===== src/rtl/core/alr_pkg.sv =====
// alr_pkg: shared constants, codes and types for the array list block
// no dependencies; compiled first
`timescale 1ns / 1ps
`default_nettype none

package alr_pkg;

  localparam int DEPTH = 16;
  localparam int IDX_W = (DEPTH > 2) ? $clog2(DEPTH) : 1;
  localparam int DATA_W = 32;

  typedef enum logic [1:0] {
    OP_INSERT = 2'd0,
    OP_REMOVE = 2'd1,
    OP_READ   = 2'd2,
    OP_NOP    = 2'd3
  } op_t;

  typedef enum logic [1:0] {
    ST_OK    = 2'd0,
    ST_RANGE = 2'd1,
    ST_FULL  = 2'd2,
    ST_EMPTY = 2'd3
  } status_t;

  // control broadcast to every cell of the row
  typedef struct packed {
    logic              do_insert;
    logic              do_remove;
    logic [IDX_W-1:0]  idx;
    logic [DATA_W-1:0] value;
  } cell_ctrl_t;

endpackage

`default_nettype wire


===== src/rtl/core/alr_stream_if.sv =====
// alr_in_if / alr_out_if: valid/ready channels for operations and results
// no dependencies
`timescale 1ns / 1ps
`default_nettype none

interface alr_in_if;
  logic        valid;
  logic        ready;
  logic [1:0]  operation;
  logic [7:0]  slot_index;
  logic signed [31:0] new_value;

  modport source (output valid, output operation, output slot_index, output new_value,
                  input ready);
  modport sink (input valid, input operation, input slot_index, input new_value,
                output ready);
endinterface

interface alr_out_if;
  logic        valid;
  logic        ready;
  logic [1:0]  status;
  logic signed [31:0] read_value;

  modport source (output valid, output status, output read_value, input ready);
  modport sink (input valid, input status, input read_value, output ready);
endinterface

`default_nettype wire


===== src/rtl/core/alr_cell.sv =====
// alr_cell: one slot of the list with hold / shift / load selection
// depends on alr_pkg
`timescale 1ns / 1ps
`default_nettype none

module alr_cell (
  input  wire logic                           clk,
  input  wire logic                           rst_n,
  input  wire logic [alr_pkg::IDX_W-1:0]      cell_idx,
  input  wire alr_pkg::cell_ctrl_t            ctrl,
  input  wire logic [alr_pkg::DATA_W-1:0]     left_in,
  input  wire logic [alr_pkg::DATA_W-1:0]     right_in,
  input  wire logic                           empty_above_in,
  output logic [alr_pkg::DATA_W-1:0]          slot_q,
  output logic                                empty_here_or_above,
  output logic                                empty_here
);

  logic [alr_pkg::DATA_W-1:0] slot_r, slot_nxt;
  logic match, above;

  assign slot_q              = slot_r;
  assign empty_here          = (slot_r == '0);
  // suffix or of empty flags, passed down the row
  assign empty_here_or_above = empty_here | empty_above_in;

  assign match = (cell_idx == ctrl.idx);
  assign above = (cell_idx > ctrl.idx);

  always_comb begin
    slot_nxt = slot_r;
    if (ctrl.do_insert) begin
      if (above && empty_here_or_above) begin
        slot_nxt = left_in;
      end else if (match && empty_here_or_above) begin
        slot_nxt = ctrl.value;
      end
    end else if (ctrl.do_remove) begin
      if (match || above) begin
        slot_nxt = right_in;
      end
    end
  end

  always_ff @(posedge clk) begin
    if (!rst_n) begin
      slot_r <= '0;
    end else begin
      slot_r <= slot_nxt;
    end
  end

endmodule

`default_nettype wire


===== src/rtl/core/array_list_insert_remove.sv =====
// array_list_insert_remove: top level, row of slot cells plus result register
// depends on alr_pkg, alr_stream_if, alr_cell
`timescale 1ns / 1ps
`default_nettype none

// A list of DEPTH 32-bit slots (alr_pkg::DEPTH, 16 by default) in which a zero
// slot is empty; the store resets to all empty. Each accepted transaction on
// in_s is one operation (insert, remove, read, or the no-op code) and yields
// exactly one result transaction on out_s with a status and, for a read, the
// slot contents. For each operation every cell of the row picks hold, shift
// or load in the same cycle, steered by an empty-slot flag that ripples down
// the row from the top cell, and the result lands in an output register in
// the cycle after acceptance. One transaction per cycle is sustained;
// in_s.ready drops only while a finished result waits on a stalled out_s.
module array_list_insert_remove (
  input  wire logic clk,
  input  wire logic rst_n,
  alr_in_if.sink    in_s,
  alr_out_if.source out_s
);

  localparam int D = alr_pkg::DEPTH;

  // cell row wiring
  logic [alr_pkg::DATA_W-1:0] slot_w [D];
  logic                       suffix_w [D];
  logic                       empty_w [D];
  alr_pkg::cell_ctrl_t        ctrl;

  // result register
  logic                       out_valid_r, out_valid_nxt;
  alr_pkg::status_t           status_r, status_nxt;
  logic [alr_pkg::DATA_W-1:0] read_r, read_nxt;

  logic                       accept;
  logic                       in_range;
  logic [alr_pkg::IDX_W-1:0]  idx;
  alr_pkg::op_t               op;

  // output register frees up in the same cycle it is taken
  assign in_s.ready = !out_valid_r || out_s.ready;
  assign accept     = in_s.valid && in_s.ready;

  assign op       = alr_pkg::op_t'(in_s.operation);
  assign in_range = (in_s.slot_index < 8'(D));
  assign idx      = in_s.slot_index[alr_pkg::IDX_W-1:0];

  // broadcast control; a remove of an empty slot leaves the row alone
  always_comb begin
    ctrl.idx       = idx;
    ctrl.value     = in_s.new_value;
    ctrl.do_insert = accept && in_range && (op == alr_pkg::OP_INSERT);
    ctrl.do_remove = accept && in_range && (op == alr_pkg::OP_REMOVE) && !empty_w[idx];
  end

  for (genvar j = 0; j < D; j++) begin : g_cell
    logic [alr_pkg::DATA_W-1:0] left_v, right_v;
    logic                       above_v;
    if (j == 0) begin : g_bot
      assign left_v = '0;
    end else begin : g_mid_l
      assign left_v = slot_w[j-1];
    end
    // top cell shifts in an empty slot on remove; nothing is empty above it
    if (j == D - 1) begin : g_top
      assign right_v = '0;
      assign above_v = 1'b0;
    end else begin : g_mid_r
      assign right_v = slot_w[j+1];
      assign above_v = suffix_w[j+1];
    end

    alr_cell u_cell (
      .clk                 (clk),
      .rst_n               (rst_n),
      .cell_idx            (alr_pkg::IDX_W'(j)),
      .ctrl                (ctrl),
      .left_in             (left_v),
      .right_in            (right_v),
      .empty_above_in      (above_v),
      .slot_q              (slot_w[j]),
      .empty_here_or_above (suffix_w[j]),
      .empty_here          (empty_w[j])
    );
  end

  // status and read data are taken from the cell at the target index
  always_comb begin
    status_nxt    = alr_pkg::ST_OK;
    read_nxt      = '0;
    out_valid_nxt = out_valid_r && !out_s.ready;
    if (accept) begin
      out_valid_nxt = 1'b1;
      if (op == alr_pkg::OP_NOP) begin
        status_nxt = alr_pkg::ST_OK;
      end else if (!in_range) begin
        status_nxt = alr_pkg::ST_RANGE;
      end else begin
        case (op)
          alr_pkg::OP_INSERT: begin
            // no empty slot at or above the index means full
            if (!suffix_w[idx]) status_nxt = alr_pkg::ST_FULL;
          end
          alr_pkg::OP_REMOVE: begin
            if (empty_w[idx]) status_nxt = alr_pkg::ST_EMPTY;
          end
          alr_pkg::OP_READ: begin
            read_nxt = slot_w[idx];
          end
          default: begin
            status_nxt = alr_pkg::ST_OK;
          end
        endcase
      end
    end
  end

  always_ff @(posedge clk) begin
    if (!rst_n) begin
      out_valid_r <= 1'b0;
    end else begin
      out_valid_r <= out_valid_nxt;
    end
  end

  // payload loads only on a new transaction
  always_ff @(posedge clk) begin
    if (accept) begin
      status_r <= status_nxt;
      read_r   <= read_nxt;
    end
  end

  assign out_s.valid      = out_valid_r;
  assign out_s.status     = status_r;
  assign out_s.read_value = read_r;

endmodule

`default_nettype wire


===== src/flat_wrapper.sv =====
// flat-port wrapper written by rule: the top's interface ports become plain ports
module array_list_insert_remove_flat 
  (clk, rst_n, in_s_valid, in_s_operation, in_s_slot_index, in_s_new_value, in_s_ready, out_s_valid, out_s_status, out_s_read_value, out_s_ready);
  alr_in_if in_s_i ();
  alr_out_if out_s_i ();
  input  wire logic clk;
  input  wire logic rst_n;
  input wire logic [$bits(in_s_i.valid)-1:0] in_s_valid;
  input wire logic [$bits(in_s_i.operation)-1:0] in_s_operation;
  input wire logic [$bits(in_s_i.slot_index)-1:0] in_s_slot_index;
  input wire logic [$bits(in_s_i.new_value)-1:0] in_s_new_value;
  output wire logic [$bits(in_s_i.ready)-1:0] in_s_ready;
  output wire logic [$bits(out_s_i.valid)-1:0] out_s_valid;
  output wire logic [$bits(out_s_i.status)-1:0] out_s_status;
  output wire logic [$bits(out_s_i.read_value)-1:0] out_s_read_value;
  input wire logic [$bits(out_s_i.ready)-1:0] out_s_ready;
  assign in_s_i.valid = in_s_valid;
  assign in_s_i.operation = in_s_operation;
  assign in_s_i.slot_index = in_s_slot_index;
  assign in_s_i.new_value = in_s_new_value;
  assign in_s_ready = in_s_i.ready;
  assign out_s_valid = out_s_i.valid;
  assign out_s_status = out_s_i.status;
  assign out_s_read_value = out_s_i.read_value;
  assign out_s_i.ready = out_s_ready;
  array_list_insert_remove u_core (.clk(clk), .rst_n(rst_n), .in_s(in_s_i), .out_s(out_s_i));
endmodule

===== config.mk =====
export PLATFORM = sky130hd
export DESIGN_NAME = array_list_insert_remove_flat
export DESIGN_NICKNAME = d
export VERILOG_FILES = /design/src/rtl/core/alr_pkg.sv /design/src/rtl/core/alr_stream_if.sv /design/src/rtl/core/alr_cell.sv /design/src/rtl/core/array_list_insert_remove.sv /design/src/flat_wrapper.sv
export SDC_FILE = /design/constraint.sdc
export NUM_CORES = 2
export LEC_CHECK = 0
export BUFFER_PORTS_ARGS = -buffer_cell sky130_fd_sc_hd__buf_2
export CAP_MARGIN = 5
export CORE_ASPECT_RATIO = 2
export CORE_MARGIN = 1
export CORE_UTILIZATION = 55
export DETAILED_ROUTE_END_ITERATION = 6
export PLACE_DENSITY = 0.75
export REMOVE_ABC_BUFFERS = 1
export SKIP_CTS_REPAIR_TIMING = 1
export SLEW_MARGIN = 20
export SYNTH_ARGS = -nofsm -noshare
export SYNTH_HDL_FRONTEND = slang
export SYNTH_SLANG_ARGS = --single-unit

===== constraint.sdc =====
create_clock -name clk -period 6.6 [get_ports clk]
set_input_delay 1.32 -clock clk [delete_from_list [all_inputs] [get_ports clk]]
set_output_delay 1.32 -clock clk [all_outputs]
set_load 0.05 [all_outputs]

* Word level (Yosys, flattened, before mapping) *
Cells that the tools add are included.

word-level totals
  output and inout port bits = 36
  word-level logic and storage cells = 295
  register bits after elaboration = 547
  bits of input ports = 46

operators by class
  eq/ne operators = 34
  bitwise operators = 18
  reductions and logical operators = 111
  multiplexer cells = 94
  magnitude comparators = 18

operator list
  cell                  count
  $mux W32              82
  $logic_not A32 Y1     16
  $bmux W32 S4          1
  $ne A3 B3 Y1 const B  16
  $reduce_and A3 Y1     16
  $logic_and A1 B1 Y1   38
  $reduce_bool A2 Y1    17
  $eq A4 B4 Y1 const A  8
  $gt A4 B4 Y1 const A  8
  $logic_or A1 B1 Y1    17
  $eq A3 B4 Y1 const A  4
  $gt A3 B4 Y1 const A  4
  $or A1 B1 Y1          15
  $bmux W1 S4           2
  $eq A2 B4 Y1 const A  2
  $gt A1 B4 Y1 const A  2
  $gt A2 B4 Y1 const A  2
  $lt A8 B5 Y1 const B  1
  $mux W1               6
  $ge A5 B5 Y1 const B  1
  $not A4 Y5            1
  $eq A1 B4 Y1 const A  1
  $eq A2 B2 Y1 const B  2
  $logic_not A4 Y1      1
  other kinds (8)       12

* Logic depth before layout (Yosys ltp) *
  word-level depth = 22
  mapped depth = 13
  gate-level depth less buffers = 8

* Hierarchy *
A second synthesis with hierarchy kept.

unflattened totals
  cell total of the unflattened synthesis = 4,630
  area total of the unflattened synthesis = 41,046.9 µm²

modules (own cells, without submodules)
  module                                    cells an instance  sequential area each (µm²)  area an instance (µm²)  times used
  alr_cell at u_core.g_cell[12].u_cell ...  260                640.6                       2,170.8                 13
  alr_cell at u_core.g_cell[0].u_cell ...   292                640.6                       2,404.8                 3
  array_list_insert_remove                  374                1,041.0                     5,611.6                 1

* Worst setup path after synthesis *
OpenSTA, ideal clock, no wires.

  path kind = input -> register
  from = in out_s_ready
  to = reg u_core.g_cell[4].u_cell.slot_r (netlist bit u_core.g_cell[4].u_cell.slot_q[23])
  slack = 2,087 ps
  data required time = 6,483 ps
  library setup time = 117 ps
  data arrival time = 4,396 ps
  stages on the path = 9
  buffers on the path = 3
  cells stage by stage = nand2b_1 -> and2_1 -> nand2_1 -> nor2_1 -> buf_2 -> clkbuf_1 -> clkbuf_1 -> nand3_1 -> a22o_1

on the way
  longest elaborated chain between the ends = 7
  elaborated cells between the ends (all ways) = 11
  those cells by class = eq/ne: 1; mux: 1; reduce/logical: 9

RTL lines
  item                               RTL line                                                        text
  from (decl)                        flat_wrapper.sv:16                                              input wire logic [$bits(out_s_i.ready)-1:0] out_s_ready;
  $logic_or A1 B1 Y1 *               array_list_insert_remove.sv:41                                  assign in_s.ready = !out_valid_r || out_s.ready;
  $logic_and A1 B1 Y1 *              array_list_insert_remove.sv:42                                  assign accept = in_s.valid && in_s.ready;
  net u_core.accept                  array_list_insert_remove.sv:35                                  logic accept;
  $logic_and A1 B1 Y1 *              array_list_insert_remove.sv:52, array_list_insert_remove.sv:53
  $logic_and A1 B1 Y1 (2 in series)  array_list_insert_remove.sv:53                                  ctrl.do_remove = accept && in_range && (op == alr_pkg::OP_REMOVE) && !empty_w[idx];
  $reduce_bool A2 Y1 (no line)       n/a
  $reduce_and A3 Y1 (no line)        n/a
  to (signal assigned)               alr_cell.sv:49                                                  slot_r <= slot_nxt;
  to (decl)                          alr_cell.sv:19                                                  logic [alr_pkg::DATA_W-1:0] slot_r, slot_nxt;

Mark *: on every way through the listed nets, which the timed path passes. The rest lies on a longest branch.
A chain may end at the register's enable or synchronous reset.

* Final worst setup path *
  from = reg u_core.g_cell[6].u_cell.slot_r (netlist bit u_core.g_cell[6].u_cell.slot_q[15])
  to = reg u_core.g_cell[7].u_cell.slot_r (netlist bit u_core.g_cell[7].u_cell.slot_q[17])

on the way
  longest elaborated chain between the ends = 8

RTL lines
  item                                         RTL line                        text
  from (decl)                                  alr_cell.sv:19
  from (signal assigned)                       alr_cell.sv:49
  $logic_not A32 Y1                            alr_cell.sv:23                  assign empty_here = (slot_r == '0);
  $bmux W1 S4                                  array_list_insert_remove.sv:53
  $mux W1 (implied by the code) (2 in series)  array_list_insert_remove.sv:53
  $logic_not A1 Y1                             array_list_insert_remove.sv:53
  $logic_and A1 B1 Y1                          array_list_insert_remove.sv:53
  $reduce_bool A2 Y1 (no line)                 n/a
  $reduce_and A3 Y1 (no line)                  n/a
  to (signal assigned)                         alr_cell.sv:49
  to (decl)                                    alr_cell.sv:19

No other way between the ends. The select of a mux whose other input is x is not followed.

==> results.py <==
metrics = {
    "logic_synthesis": {
        "yosys.cell_types.count": 74,
        "synthArstFlopShare_pct": 0,
        "synth_top_area_share_pct": 28.75,
        "ys_ff_latch": 547,
        "syn_area_um2": 35720,
        "synth_area_leaders": "dfxtp_1 (29%), mux2i_1 (9.8%), mux4_2 (6.1%)",
        "syn-instance-count": 4294,
        "synth_top_area_cell": "dfxtp_1",
        "ys_seq_area_share_pct": 31.61,
        "synth_edf_count": 34,
        "syn_area_per_cell_um2": 8.320,
        "ys.warnings.count": 0,
        "synth_flop_cell": "dfxtp_1",
    },
    "critical_path": {
        "critical_path_arrival_ps": 5520,
        "path_class": "register to register",
        "cp-endpoint": "u_core.g_cell[7].u_cell.slot_q[17]$_SDFFE_PN0P_",
        "r2r_start": "u_core.g_cell[6].u_cell.slot_q[15]$_SDFFE_PN0P_",
        "cp-start-kind": "register",
        "reg2reg_depth": 9,
        "crit_start": "u_core.g_cell[6].u_cell.slot_q[15]$_SDFFE_PN0P_",
        "required_ps": 7120,
        "crit_path_end_kind": "register",
        "r2r_setup_slack_ps": 1590,
        "path_cells": "nor4_1, nand4_1, nor2_1, a21oi_1, a31oi_1, o2111a_1, or4_2, buf_4, mux2i_1",
        "cp.depth": 9,
        "cp_top_family": "simple AND/OR/NAND/NOR gates",
        "crit_fanout": 17,
        "slowest_stage": "nor4_1",
        "timing.rr.end": "u_core.g_cell[7].u_cell.slot_q[17]$_SDFFE_PN0P_",
        "critPathMaxStageDelay_ps": 1080,
        "worst-path-buf-inv": 1,
    },
    "clocking": {
        "ctsRootBufferMaster": "clkbuf_16",
        "cts_buffers": 51,
        "htreeDepth": 2,
        "cts_max_path_buffers": 3,
        "cts_tree": "yes",
        "clk_pin_slew_ps": 70,
        "clock_sinks": 547,
        "clock_latency_ps": 620,
    },
    "hold_path": {
        "hp-start": "u_core.g_cell[15].u_cell.slot_q[9]$_SDFFE_PN0P_",
        "hold_class": "register to register",
        "hold_depth": 2,
    },
    "place": {
        "dp.final_hpwl_um": 94580,
        "io_buffers": 81,
        "placed_area_um2": 36160,
        "dp.cells": 4776,
        "gp_congestion": 0.9819,
    },
    "layout": {
        "finish.utilization_pct": 59.15,
        "drive_above_1_share_pct": 12.68,
        "nets": 4077,
        "fin_cells": 4868,
        "area_growth_pct": 5.849,
        "fin_area_um2": 37810,
    },
    "floorplan": {
        "die_area_um2": 66040,
        "ios": 82,
        "core_area_um2": 63920,
        "die_h_um": 362.4,
        "start_util_pct": 55.89,
        "fp.dieW_um": 182.2,
        "row_count": 131,
    },
    "flow_run": {
        "timing.max_cap.violations": 0,
    },
    "timing": {
        "period_minus_slack_ps": 5005,
        "hold_viol_final": 0,
        "finalSetupViolations": 0,
        "slew_violations": 0,
        "tightest_slew_ps": 1324,
        "rsz0062_at_grt": "no",
        "fin_crit_sh_pct": 75.84,
        "fmax_ghz": 0.1998,
        "relSlewSlack_pct": 10.89,
        "fin_skew_ps": 20.20,
    },
    "drt": {
        "vias": 36660,
        "wl_per_cell_um": 28.39,
        "final_antenna_net_count": 0,
        "dr.first_iter.drc_count": 5463,
        "via_per_inst": 7.530,
        "drc": 0,
        "dr.pass1.iters": 7,
        "wl_um": 138200,
    },
    "grt": {
        "track_usage_pct": 40.92,
        "grt_pass1_vias": 33760,
        "grt_max_degree": 246,
        "grt_overflow": 0,
        "grt_first_pass_wirelength_um": 210300,
        "antenna_found_initial": 1,
    },
    "power_and_ir_drop": {
        "power_density_nw_per_um2": 186.1,
        "power_mw": 7.037,
        "ir_worst_vdd_v": 0.0001912,
        "leakage_nw": 14.13,
    },
    "status": {
        "outcome": "complete, no violations",
    },
}
[layer usage]
layer | global-route usage, % | up-vias | wire length [um]
li1 | - | 15890 | -
met1 | 48.08 | 17510 | 48450
met2 | 66.79 | 2632 | 64440
met3 | 7.521 | 628 | 13750
met4 | 29.51 | 0 | 11580
met5 | 0 | - | 0
[registers in the layout (all words and copies together) (netlist names)]
register and flops:
u_core.g_cell.u_cell.slot_q 512, u_core.out_s.status 2, u_core.out_s.read_value 32, u_core.out_s.valid 1
[worst register-to-register path, cell delays in order (launching register included)]
cell and delay [ps]:
dfxtp_1 500, nor4_1 1090, nand4_1 450, nor2_1 320, a21oi_1 110, a31oi_1 420, o2111a_1 710, or4_2 630
buf_4 410, mux2i_1 270
[cell usage after synthesis (59+ instances only)]
master    number
mux4_2        96
clkbuf_1     354
nand4_1       59
nor3_1       133
and3_1        66
dfxtp_1      513
o21ai_0      246
a221oi_1      64
a21oi_1      275
nor2_1       322
nand2_1      509
buf_2         82
mux2i_1      351
a22o_1       154
nor4_1       172
a31oi_1       86
[worst min path at each step]
stage,endpoint
global route,u_core.g_cell[15].u_cell.slot_q[13]$_SDFFE_PN0P_
detailed placement,u_core.g_cell[15].u_cell.slot_q[9]$_SDFFE_PN0P_
CTS,u_core.g_cell[15].u_cell.slot_q[9]$_SDFFE_PN0P_
finish,u_core.g_cell[15].u_cell.slot_q[9]$_SDFFE_PN0P_
floorplan,u_core.g_cell[8].u_cell.slot_q[1]$_SDFFE_PN0P_
global placement,u_core.g_cell[15].u_cell.slot_q[24]$_SDFFE_PN0P_
[cells by family (layout without fill, tap and decap cells)]
| group | Yosys count | after routing | share of synthesized area [%] |
|---|---|---|---|
| other cells | 0 | 1 | 0 |
| buf+inv | 531 | 306 | 6.245 |
| simple gates | 1396 | 1396 | 18.30 |
| flops | 547 | 547 | 31.61 |
| mux | 479 | 479 | 16.90 |
| compound gates | 1341 | 1341 | 26.95 |
[where the power goes]
group | switching (mW) | internal (mW)
combinational | 0.485 | 0.151
sequential | 0.00383 | 3.34
clock | 1.40 | 1.65
[stage by stage]
| stage | setup TNS, ps | worst slack (ps) | hold slack [ps] |
|---|---|---|---|
| 3_5_place_dp | 0 | 1709 | 488.7 |
| 3_3_place_gp | 0 | 1756 | 481.6 |
| 6_report | 0 | 1595 | 499.9 |
| 5_1_grt | 0 | 1534 | 524.1 |
| 2_1_floorplan | -6269840 | -16750 | 467.4 |
| 4_1_cts | 0 | 1888 | 496.2 |
[final cells by class]
class                   count  area, um2
diodes                      1      2.502
clock buffers              78       1511
clock inverters            13      116.4
fillers                  5781      26110
inverters                  36      135.1
multi-input cells        3216      22520
flip-flops and latches    547      11290
well taps                 798      998.5
repair buffers            179       1241
[layout by cell type (no fill, tap or decap), types with 35 or more instances in the layout]
master     netlist  routed
dfxtp_1        513     513
nand2_1        509     507
mux2i_1        351     351
nor2_1         322     315
a21oi_1        275     274
o21ai_0        246     246
nor4_1         172     164
a22o_1         154     154
nor3_1         133     129
mux4_2          96      96
buf_4           10      92
a31oi_1         86      81
buf_2           82      78
and3_1          66      65
a221oi_1        64      64
nand4_1         59      59
clkbuf_16        0      54
a211oi_1        51      50
o211ai_1        49      49
a211o_1         49      49
a31o_2          41      41
o2111ai_1       42      41
or3_1           41      39
nand3_1         40      38
a22oi_1         37      37
o2bb2ai_1       36      36
o22ai_1         35      35
No activity file was read; power rests on OpenSTA's default activity.
